===== config.mk =====
export PLATFORM = sky130hd
export DESIGN_NAME = ffba_cell
export DESIGN_NICKNAME = d
export VERILOG_FILES = /design/src/rtl/ffba_pkg.sv /design/src/rtl/ffba_cell.sv
export SDC_FILE = /design/constraint.sdc
export NUM_CORES = 1
export LEC_CHECK = 0
export ABC_AREA = 1
export ABC_CLOCK_PERIOD_IN_PS = 2650
export BUFFER_PORTS_ARGS = -buffer_cell sky130_fd_sc_hd__clkbuf_2
export CAP_MARGIN = 20
export CORE_ASPECT_RATIO = 0.9
export CORE_MARGIN = 4
export CORE_UTILIZATION = 40
export CTS_BUF_LIST = sky130_fd_sc_hd__clkbuf_4
export CTS_CLUSTER_DIAMETER = 50
export DETAILED_ROUTE_END_ITERATION = 8
export PLACE_DENSITY_LB_ADDON = 0.1
export SLEW_MARGIN = 20
export SYNTH_ARGS = -nofsm -noshare
export SYNTH_HDL_FRONTEND = slang
export SYNTH_SLANG_ARGS = --single-unit

===== constraint.sdc =====
create_clock -name clk -period 2.65 [get_ports clk]
set_input_delay 0.265 -clock clk [delete_from_list [all_inputs] [get_ports clk]]
set_output_delay 0.265 -clock clk [all_outputs]
set_load 0.005 [all_outputs]

===== src/rtl/ffba_pkg.sv =====
// Shared types and codes for the first-fit block allocator.
package ffba_pkg;

  localparam logic       OP_ALLOC = 1'b0;
  localparam logic       OP_FREE  = 1'b1;

  localparam logic [1:0] STATUS_DONE  = 2'd0;
  localparam logic [1:0] STATUS_NOFIT = 2'd1;
  localparam logic [1:0] STATUS_FULL  = 2'd2;

  localparam logic       REG_POOL_BASE = 1'b0;
  localparam logic       REG_POOL_SIZE = 1'b1;

  typedef struct packed {
    logic shift;
    logic load;
  } ring_ctl_t;

endpackage


===== src/rtl/ffba_cell.sv =====
// One descriptor cell of the rotating descriptor ring.
module ffba_cell import ffba_pkg::*; #(
  parameter int AW = 32
) (
  input  logic          clk,
  input  logic          rst_n,
  input  ring_ctl_t     ctl,
  input  logic          nb_valid,
  input  logic [AW-1:0] nb_start,
  input  logic [AW-1:0] nb_len,
  input  logic          load_valid,
  input  logic [AW-1:0] load_start,
  input  logic [AW-1:0] load_len,
  output logic          valid,
  output logic [AW-1:0] start,
  output logic [AW-1:0] len
);

  logic          valid_r;
  logic [AW-1:0] start_r;
  logic [AW-1:0] len_r;

  always_ff @(posedge clk) begin
    if (!rst_n) begin
      valid_r <= 1'b0;
    end else if (ctl.load) begin
      valid_r <= load_valid;
    end else if (ctl.shift) begin
      valid_r <= nb_valid;
    end
  end

  always_ff @(posedge clk) begin
    if (ctl.load) begin
      start_r <= load_start;
      len_r   <= load_len;
    end else if (ctl.shift) begin
      start_r <= nb_start;
      len_r   <= nb_len;
    end
  end

  assign valid = valid_r;
  assign start = start_r;
  assign len   = len_r;

endmodule


# Word level (Yosys, flattened, before mapping)

Cells that the tools add are included.
W data, S select, Z words.

RAM bits: 0
Latch bits: 0
ROM bits: 0
Memories: 0
Bits in registers: 65

Div/mod/pow operators: 0
Shifts and indexed selects: 0
Add/sub/neg operators: 0
Bitwise operators: 0
Reduce and logical (&&, ||, !) cells: 1
Magnitude comparators: 0
Eq/ne operators: 0
Multiplexer cells: 6
$mul: 0

Operators by type and width:

| kind               | number |
|---|---|
| $mux W32           | 4 |
| $mux W1            | 2 |
| $reduce_bool A2 Y1 | 1 |

# Longest topological paths before layout

Gate-level depths: netlist of run 1.

Depth in word-level cells: 2
Gate-level depth with buffers: 6

# Least setup slack after synthesis of run 1

No wires, ideal clock.

Kind: input -> register
From: input port ctl[0] in the netlist's numbering
To: register len_r[0], in the netlist len[0] (enable)
Stages on the path: 2
Data arrival time: 1,548 ps
Buffers on the path: 0
Setup slack: 684 ps
Data required time: 2,232 ps
Cells stage by stage: nor2_1 inv_1

Longest elaborated chain between the ends: 1

RTL lines:

| item                         | line            | RTL |
|---|---|---|
| start, declared              | ffba_cell.sv:7  | `input ring_ctl_t ctl,` |
| $reduce_bool A2 Y1 (no line) | --              |  |
| end signal, assigned         | ffba_cell.sv:36 | `len_r <= load_len;` |
| end signal, assigned         | ffba_cell.sv:39 | `len_r <= nb_len;` |
| end, declared                | ffba_cell.sv:21 | `logic [AW-1:0] len_r;` |

No other way between the ends.
A chain may end at the register's enable or synchronous reset.

# Worst setup path after layout of run 1

From: register start_r[29], in the netlist start[29]
To: output port start[29]

RTL lines:

| item                   | line            | RTL |
|---|---|---|
| start, declared        | ffba_cell.sv:20 | `logic [AW-1:0] start_r;` |
| start signal, assigned | ffba_cell.sv:35 | `start_r <= load_start;` |
| start signal, assigned | ffba_cell.sv:38 | `start_r <= nb_start;` |
| end, declared          | ffba_cell.sv:15 | `output logic [AW-1:0] start,` |

No word-level cell between the ends.

==> metrics.txt, run 1 <==
Fmax=0.832 GHz; WL final=7520 µm; Mapped Cells=280; maxcap violations=0; Initial DRT Pass Iterations=4; outcome=complete, no violations; Post-CTS Setup Bufs=0; area delta synth->final=39.3%; Synth Register Bits=65; count of cell types in the netlist=10; post-CTS sizing=0; drt wl/cell=13.1 µm; max-slew violations=0; initial antenna violation count=0; Internal=1.63 mW; final worst-path cycle share=45.3%; highest-delay cell along the critical path=edfxtp_1; Register Area=0.00194 mm²; Worst EP arrival=0.94 ns; worst-margin pin slew=0.364 ns; worst skew pair latency=0.37 ns; DR vias=2518; Initial Utilization=42.2%; Fin Clk Skew=0 ns; critical path class=flip-flop to output pin; most common cell after layout, fill and taps aside=clkbuf_2; Detail Route met3 WL=731 µm; die width=96.8 µm; fin area=0.00395 mm²; Die ar.=0.00850 mm²; Initial DRC Count=114; fillers=659; Met1 Wirelength=2800 µm; RD Place Congestion=0.782; final hold violations=0; IO Count=199; area of the multi-input gates=746 µm²; first-pass GRT wire length=11700 µm; clk slew on worst S/H paths=0.10 ns; pwr dens=548 mW/mm²; CP required=2.38 ns; ANT nets after route=0; Avg Cell Area, Syn=10.1 µm²; Slew headroom=75.8%; CTS tree=done; total CTS buffers=9; clock tree root driver cell=clkbuf_4; total power draw=2.17 mW; drt via density=4.39; Reg power frac=59.5%; Psw=540 µW; pre-CTS setup slack=1.21 ns; Row Count=28; hpwl dp=5820 µm; quantity of hold-fixing buffers added after cts=0; RSZ-0062 raised after global routing=false; CP max stage delay=0.42 ns; Die H=87.9 µm; DR WL met2=3880 µm; worst hold path class=input port to flip-flop; vias in the first global route=2490; Residual DRC=0; largest net degree at the start of global routing=61; Max Root-Sink Buffers=2; final worst slack=1.45 ns; worst-path fanout max=1; DR top layer=met4; combinational power share=16.6%; Final min period=1.20 ns; Yosys warnings=0; Cell Area, Placed=0.00385 mm²; Worst Setup End Kind=output pin; H-tree depth=3; Mapped Area=0.00284 mm²; Max VDD drop=235 µV; sequential share of the synthesized area=68.5%; # setup viols final=0; grt total ovfl=0; Setup TNS Final=0 ns; Final Net Count=614; CP top delay family=flip-flops; Port Buffers=198; share of layout cells above drive strength 1=45.2%; worst path bufs/invs=1; core box area=0.00673 mm²; P_leak=2.17 nW; clock sink total=65; Overall Global Routing Usage=17.6%; sw frac=24.9%; diode count=0; most frequent cells in the layout=clkbuf_2 (198), nand2_1 (195), edfxtp_1 (64); crit-path cells=clkbuf_2; part of the power in the clock network=23.9%; synthesized net count=414; Startpoint Class=flip-flop
==> per-stage QoR <==
stage / instances / utilization, % / hold WS, ns
finish: 574 / 58.7 / 0.0743
global route: 574 / 58.7 / 0.0400
CTS: 574 / 58.7 / 0.0435
detailed placement: 559 / 57.3 / 0.464
global placement: 559 / 57.3 / 0.450
floorplan: 280 / - / 0.363
==> registers in the layout, summed over array words and instances, names as in the netlist <==
register / count
len: 32
start: 32
valid: 1
==> cell type report <==
class / count / area share [%]
clock buffer: 10 / 1.90
clock inverter: 5 / 0.602
inverter: 3 / 0.285
multi-input combinational: 198 / 18.9
sequential: 65 / 49.1
tap: 90 / 2.85
timing repair buffer: 203 / 26.3
==> power by group through the flow <==
stage	Sequential, mW	Combinational (mW)	Clock [mW]
floorplan	1.33	0.121	0
global placement	1.31	0.363	0
detailed placement	1.31	0.369	0
CTS	1.29	0.370	0.540
global route	1.30	0.406	0.590
finish	1.29	0.359	0.518
==> routing by layer <==
| metal | GRT usage, % | up-vias |
|---|---|---|
| li1 | - | 1297 |
| met1 | 19.5 | 1089 |
| met2 | 30.5 | 120 |
| met3 | 6.93 | 12 |
| met4 | 8.29 | 0 |
| met5 | 0 | - |
==> synthesized netlist by cell type <==
| cell | count | share of area [%] |
|---|---|---|
| nor2_1 | 1 | 0.13 |
| buf_2 | 2 | 0.35 |
| buf_4 | 2 | 0.53 |
| inv_2 | 1 | 0.13 |
| inv_1 | 2 | 0.26 |
| buf_6 | 10 | 4.0 |
| dfxtp_1 | 1 | 0.71 |
| nand3_1 | 2 | 0.35 |
| edfxtp_1 | 64 | 68 |
| nand2_1 | 195 | 26 |
==> final timing paths <==
kind	from	to	slack [ns]	depth (start not counted)
worst min register to register	valid$_SDFFE_PN0P_	valid$_SDFFE_PN0P_	0.57	4
worst max-delay path	start[29]$_DFFE_PP_	start[29]	1.45	1
worst max register to register	valid$_SDFFE_PN0P_	valid$_SDFFE_PN0P_	2.02	4
worst min-delay path	rst_n	valid$_SDFFE_PN0P_	0.07	3
==> kinds of logic after synthesis <==
kind of cell / share of synthesized area [%]
buf+inv: 5.25
flops: 68.5
simple gates: 26.3
No activity file was read; power rests on OpenSTA's default activity.
==> run 2, diff against run 1 <==
--- a/config.mk
+++ b/config.mk
@@ -6,12 +6,12 @@
 export NUM_CORES = 1
 export LEC_CHECK = 0
 export ABC_AREA = 1
-export ABC_CLOCK_PERIOD_IN_PS = 2650
+export ABC_CLOCK_PERIOD_IN_PS = 1100
 export BUFFER_PORTS_ARGS = -buffer_cell sky130_fd_sc_hd__clkbuf_2
 export CAP_MARGIN = 20
 export CORE_ASPECT_RATIO = 0.9
 export CORE_MARGIN = 4
-export CORE_UTILIZATION = 40
+export CORE_UTILIZATION = 38
 export CTS_BUF_LIST = sky130_fd_sc_hd__clkbuf_4
 export CTS_CLUSTER_DIAMETER = 50
 export DETAILED_ROUTE_END_ITERATION = 8
==> constraint.sdc (replaced) <==
create_clock -name clk -period 1.1 [get_ports clk]
set_input_delay 0.11 -clock clk [delete_from_list [all_inputs] [get_ports clk]]
set_output_delay 0.11 -clock clk [all_outputs]
set_load 0.005 [all_outputs]
==> run 2 against run 1 <==
Effect of this change:
- the flow now stops in clock tree synthesis
- synthesized cell count stayed put
- synthesized area did not move
==> metrics.txt, run 2 <==
outcome=aborted with a tool error; Stopped at=clock tree synthesis; error msg=[ERROR RSZ-0060] Max buffer count reached.; count of cell types in the netlist=10; Row Count=29; quantity of hold-fixing buffers added after cts=117; H-tree depth=3; Yosys warnings=0; total CTS buffers=9; pre-CTS setup slack=0.0771 ns; hpwl dp=5950 µm; cell taking the most area after synthesis=edfxtp_1; synth top area cells=edfxtp_1 (68%), nand2_1 (26%), buf_6 (4.0%); post-CTS sizing=0; Port Buffers=198; synth cell count leaders=nand2_1 (195), edfxtp_1 (64), buf_6 (10); Synth Register Bits=65; Post-synth EDFFs=64; Avg Cell Area, Syn=10.1 µm²; synthesized net count=414; Mapped Area=0.00284 mm²; Die H=90.0 µm; clock sink total=65; Mapped Cells=280; top-count cell post-synth=nand2_1; Async SR Flop Fraction=0%; Post-CTS Setup Bufs=0; Max Root-Sink Buffers=2; IO Count=199; Synth top area share=67.8%; RD Place Congestion=0.777; sequential share of the synthesized area=68.5%; die width=99.1 µm; clock tree root driver cell=clkbuf_4; ys flop type=edfxtp_1; Initial Utilization=39.7%
run 2: kinds of logic after synthesis:
logic type             Yosys count  share of synthesized area, %
and+or+nand+nor                198                          26.3
DFF                             65                          68.5
buffers and inverters           17                          5.25
run 2: stage by stage:
step                instance area, µm²  std cells  TNS, ns  hold slack [ns]
detailed placement                3910        564        0            0.321
floorplan                         2850        280   -28.03            0.208
global placement                  3910        564        0            0.297
==> run 3, diff against run 2 <==
==> config.mk (replaced) <==
export PLATFORM = sky130hd
export DESIGN_NAME = ffba_cell
export DESIGN_NICKNAME = d
export VERILOG_FILES = /design/src/rtl/ffba_pkg.sv /design/src/rtl/ffba_cell.sv
export SDC_FILE = /design/constraint.sdc
export NUM_CORES = 1
export LEC_CHECK = 0
export ABC_AREA = 1
export ABC_CLOCK_PERIOD_IN_PS = 1400
export BUFFER_PORTS_ARGS = -buffer_cell sky130_fd_sc_hd__clkbuf_2
export CAP_MARGIN = 20
export CORE_MARGIN = 4
export CORE_UTILIZATION = 25
export DETAILED_ROUTE_END_ITERATION = 8
export PLACE_DENSITY_LB_ADDON = 0.15
export SLEW_MARGIN = 20
export SYNTH_ARGS = -nofsm -noshare
export SYNTH_HDL_FRONTEND = slang
export SYNTH_SLANG_ARGS = --single-unit
==> constraint.sdc (replaced) <==
create_clock -name clk -period 1.4 [get_ports clk]
set_input_delay 0.14 -clock clk [delete_from_list [all_inputs] [get_ports clk]]
set_output_delay 0.14 -clock clk [all_outputs]
set_load 0.005 [all_outputs]
==> run 3 against run 2 <==
Effect of this change:
- the run now ends clean
==> metrics.txt, run 3 (same netlist as run 1, synthesis figures left out) <==
outcome=complete, no violations; CP top delay family=flip-flops; worst-margin pin slew=0.350 ns; clock tree root driver cell=clkbuf_16; Reg2Reg Capture Point=valid$_SDFFE_PN0P_; Worst Setup End Kind=output pin; area delta synth->final=47.9%; highest-delay cell along the critical path=edfxtp_1; clock sink total=65; RD Place Congestion=0.718; die width=115 µm; grt total ovfl=0; critical path depth=1; final hold violations=0; met3 Usage GRT=3.59%; total CTS buffers=9; P_leak=2.24 nW; # setup viols final=0; CP max stage delay=0.37 ns; Row Count=38; Setup TNS Final=0 ns; WL final=7270 µm; worst path bufs/invs=1; final worst-path cycle share=68.9%; Startpoint Class=flip-flop; H-tree depth=3; fillers=1131; diode count=0; CTS tree=done; drt wl/cell=11.6 µm; Residual DRC=0; drt via density=3.97; Cell Area, Placed=0.00393 mm²; Worst EP arrival=0.83 ns; CP startpoint=start[30]$_DFFE_PP_; Max VDD drop=629 µV; Initial Utilization=25.8%; area of the multi-input gates=753 µm²; fin area=0.00419 mm²; initial antenna violation count=0; RSZ-0062 raised after global routing=false; first-pass GRT wire length=11400 µm; most frequent cells in the layout=clkbuf_2 (198), nand2_1 (195), edfxtp_1 (64); Final min period=0.965 ns; worst-path fanout max=1; Final Net Count=613; critical path class=flip-flop to output pin; max-slew violations=0; IO Count=199; Final Util=38.2%; Fin Clk Skew=0 ns; Die H=115 µm; clk slew on worst S/H paths=0.06 ns; R2R depth=4; most common cell after layout, fill and taps aside=clkbuf_2; R2R Path Start=valid$_SDFFE_PN0P_; final worst slack=0.435 ns; Max Root-Sink Buffers=2; ANT nets after route=0; maxcap violations=0; Initial DRC Count=52; post-CTS sizing=0; Global Route met2 Usage=19.5%; hpwl dp=5730 µm; worst hold path class=input port to flip-flop; Post-CTS Setup Bufs=0; crit-path cells=clkbuf_2; Initial DRT Pass Iterations=5; Port Buffers=198; grt peak-use layer=met2; worst skew pair latency=0.31 ns; largest net degree at the start of global routing=65; quantity of hold-fixing buffers added after cts=0; Overall Global Routing Usage=11.1%; Critical Path End=start[30]; share of layout cells above drive strength 1=45.2%; Fmax=1.04 GHz; vias in the first global route=2489; R2R setup slack=0.79 ns; Register Area=0.00194 mm²; pwr dens=1200 mW/mm²; DR vias=2477; Die ar.=0.0131 mm²; met1 usage=12.1%; core box area=0.0110 mm²; pre-CTS setup slack=0.272 ns; Slew headroom=76.7%; CP required=1.26 ns
run 3: final cells by class:
cell class	instances	area share [%]
inverters	3	0.358
multi-input cells	198	18.0
repair buffers	202	24.9
clock buffers	9	5.37
clock inverters	7	0.895
well taps	140	4.18
flip-flops and latches	65	46.3
run 3: how the worst min path moves through the flow:
stage | from | to | slack, ns | cells past startpoint
after global placement | rst_n | valid$_SDFFE_PN0P_ | 0.35 | 3
after CTS | rst_n | valid$_SDFFE_PN0P_ | 0.01 | 3
final | rst_n | valid$_SDFFE_PN0P_ | 0.02 | 3
after detailed placement | rst_n | valid$_SDFFE_PN0P_ | 0.35 | 3
after global routing | rst_n | valid$_SDFFE_PN0P_ | 0.03 | 3
after floorplan | rst_n | valid$_SDFFE_PN0P_ | 0.24 | 2
run 3: metrics by stage:
stage	instances	hold WS (ns)	total power, mW
final	624	0.0242	5.05
after global routing	624	0.0323	5.33
after CTS	624	0.0126	5.15
after detailed placement	608	0.350	3.20
after global placement	608	0.347	3.19
after floorplan	280	0.238	2.74
run 3: per-layer routing:
metal	vias up	share of wire, %
li1	1298	-
met1	1051	37
met2	114	50
met3	14	10
met4	0	2.5
met5	-	0
run 3: power by group:
part | internal, mW | switching, mW | total, mW | leakage (nW)
clock | 1.17 | 0.746 | 1.92 | 0.126
combinational | 0.342 | 0.348 | 0.690 | 1.44
sequential | 2.39 | 0.0530 | 2.44 | 0.667
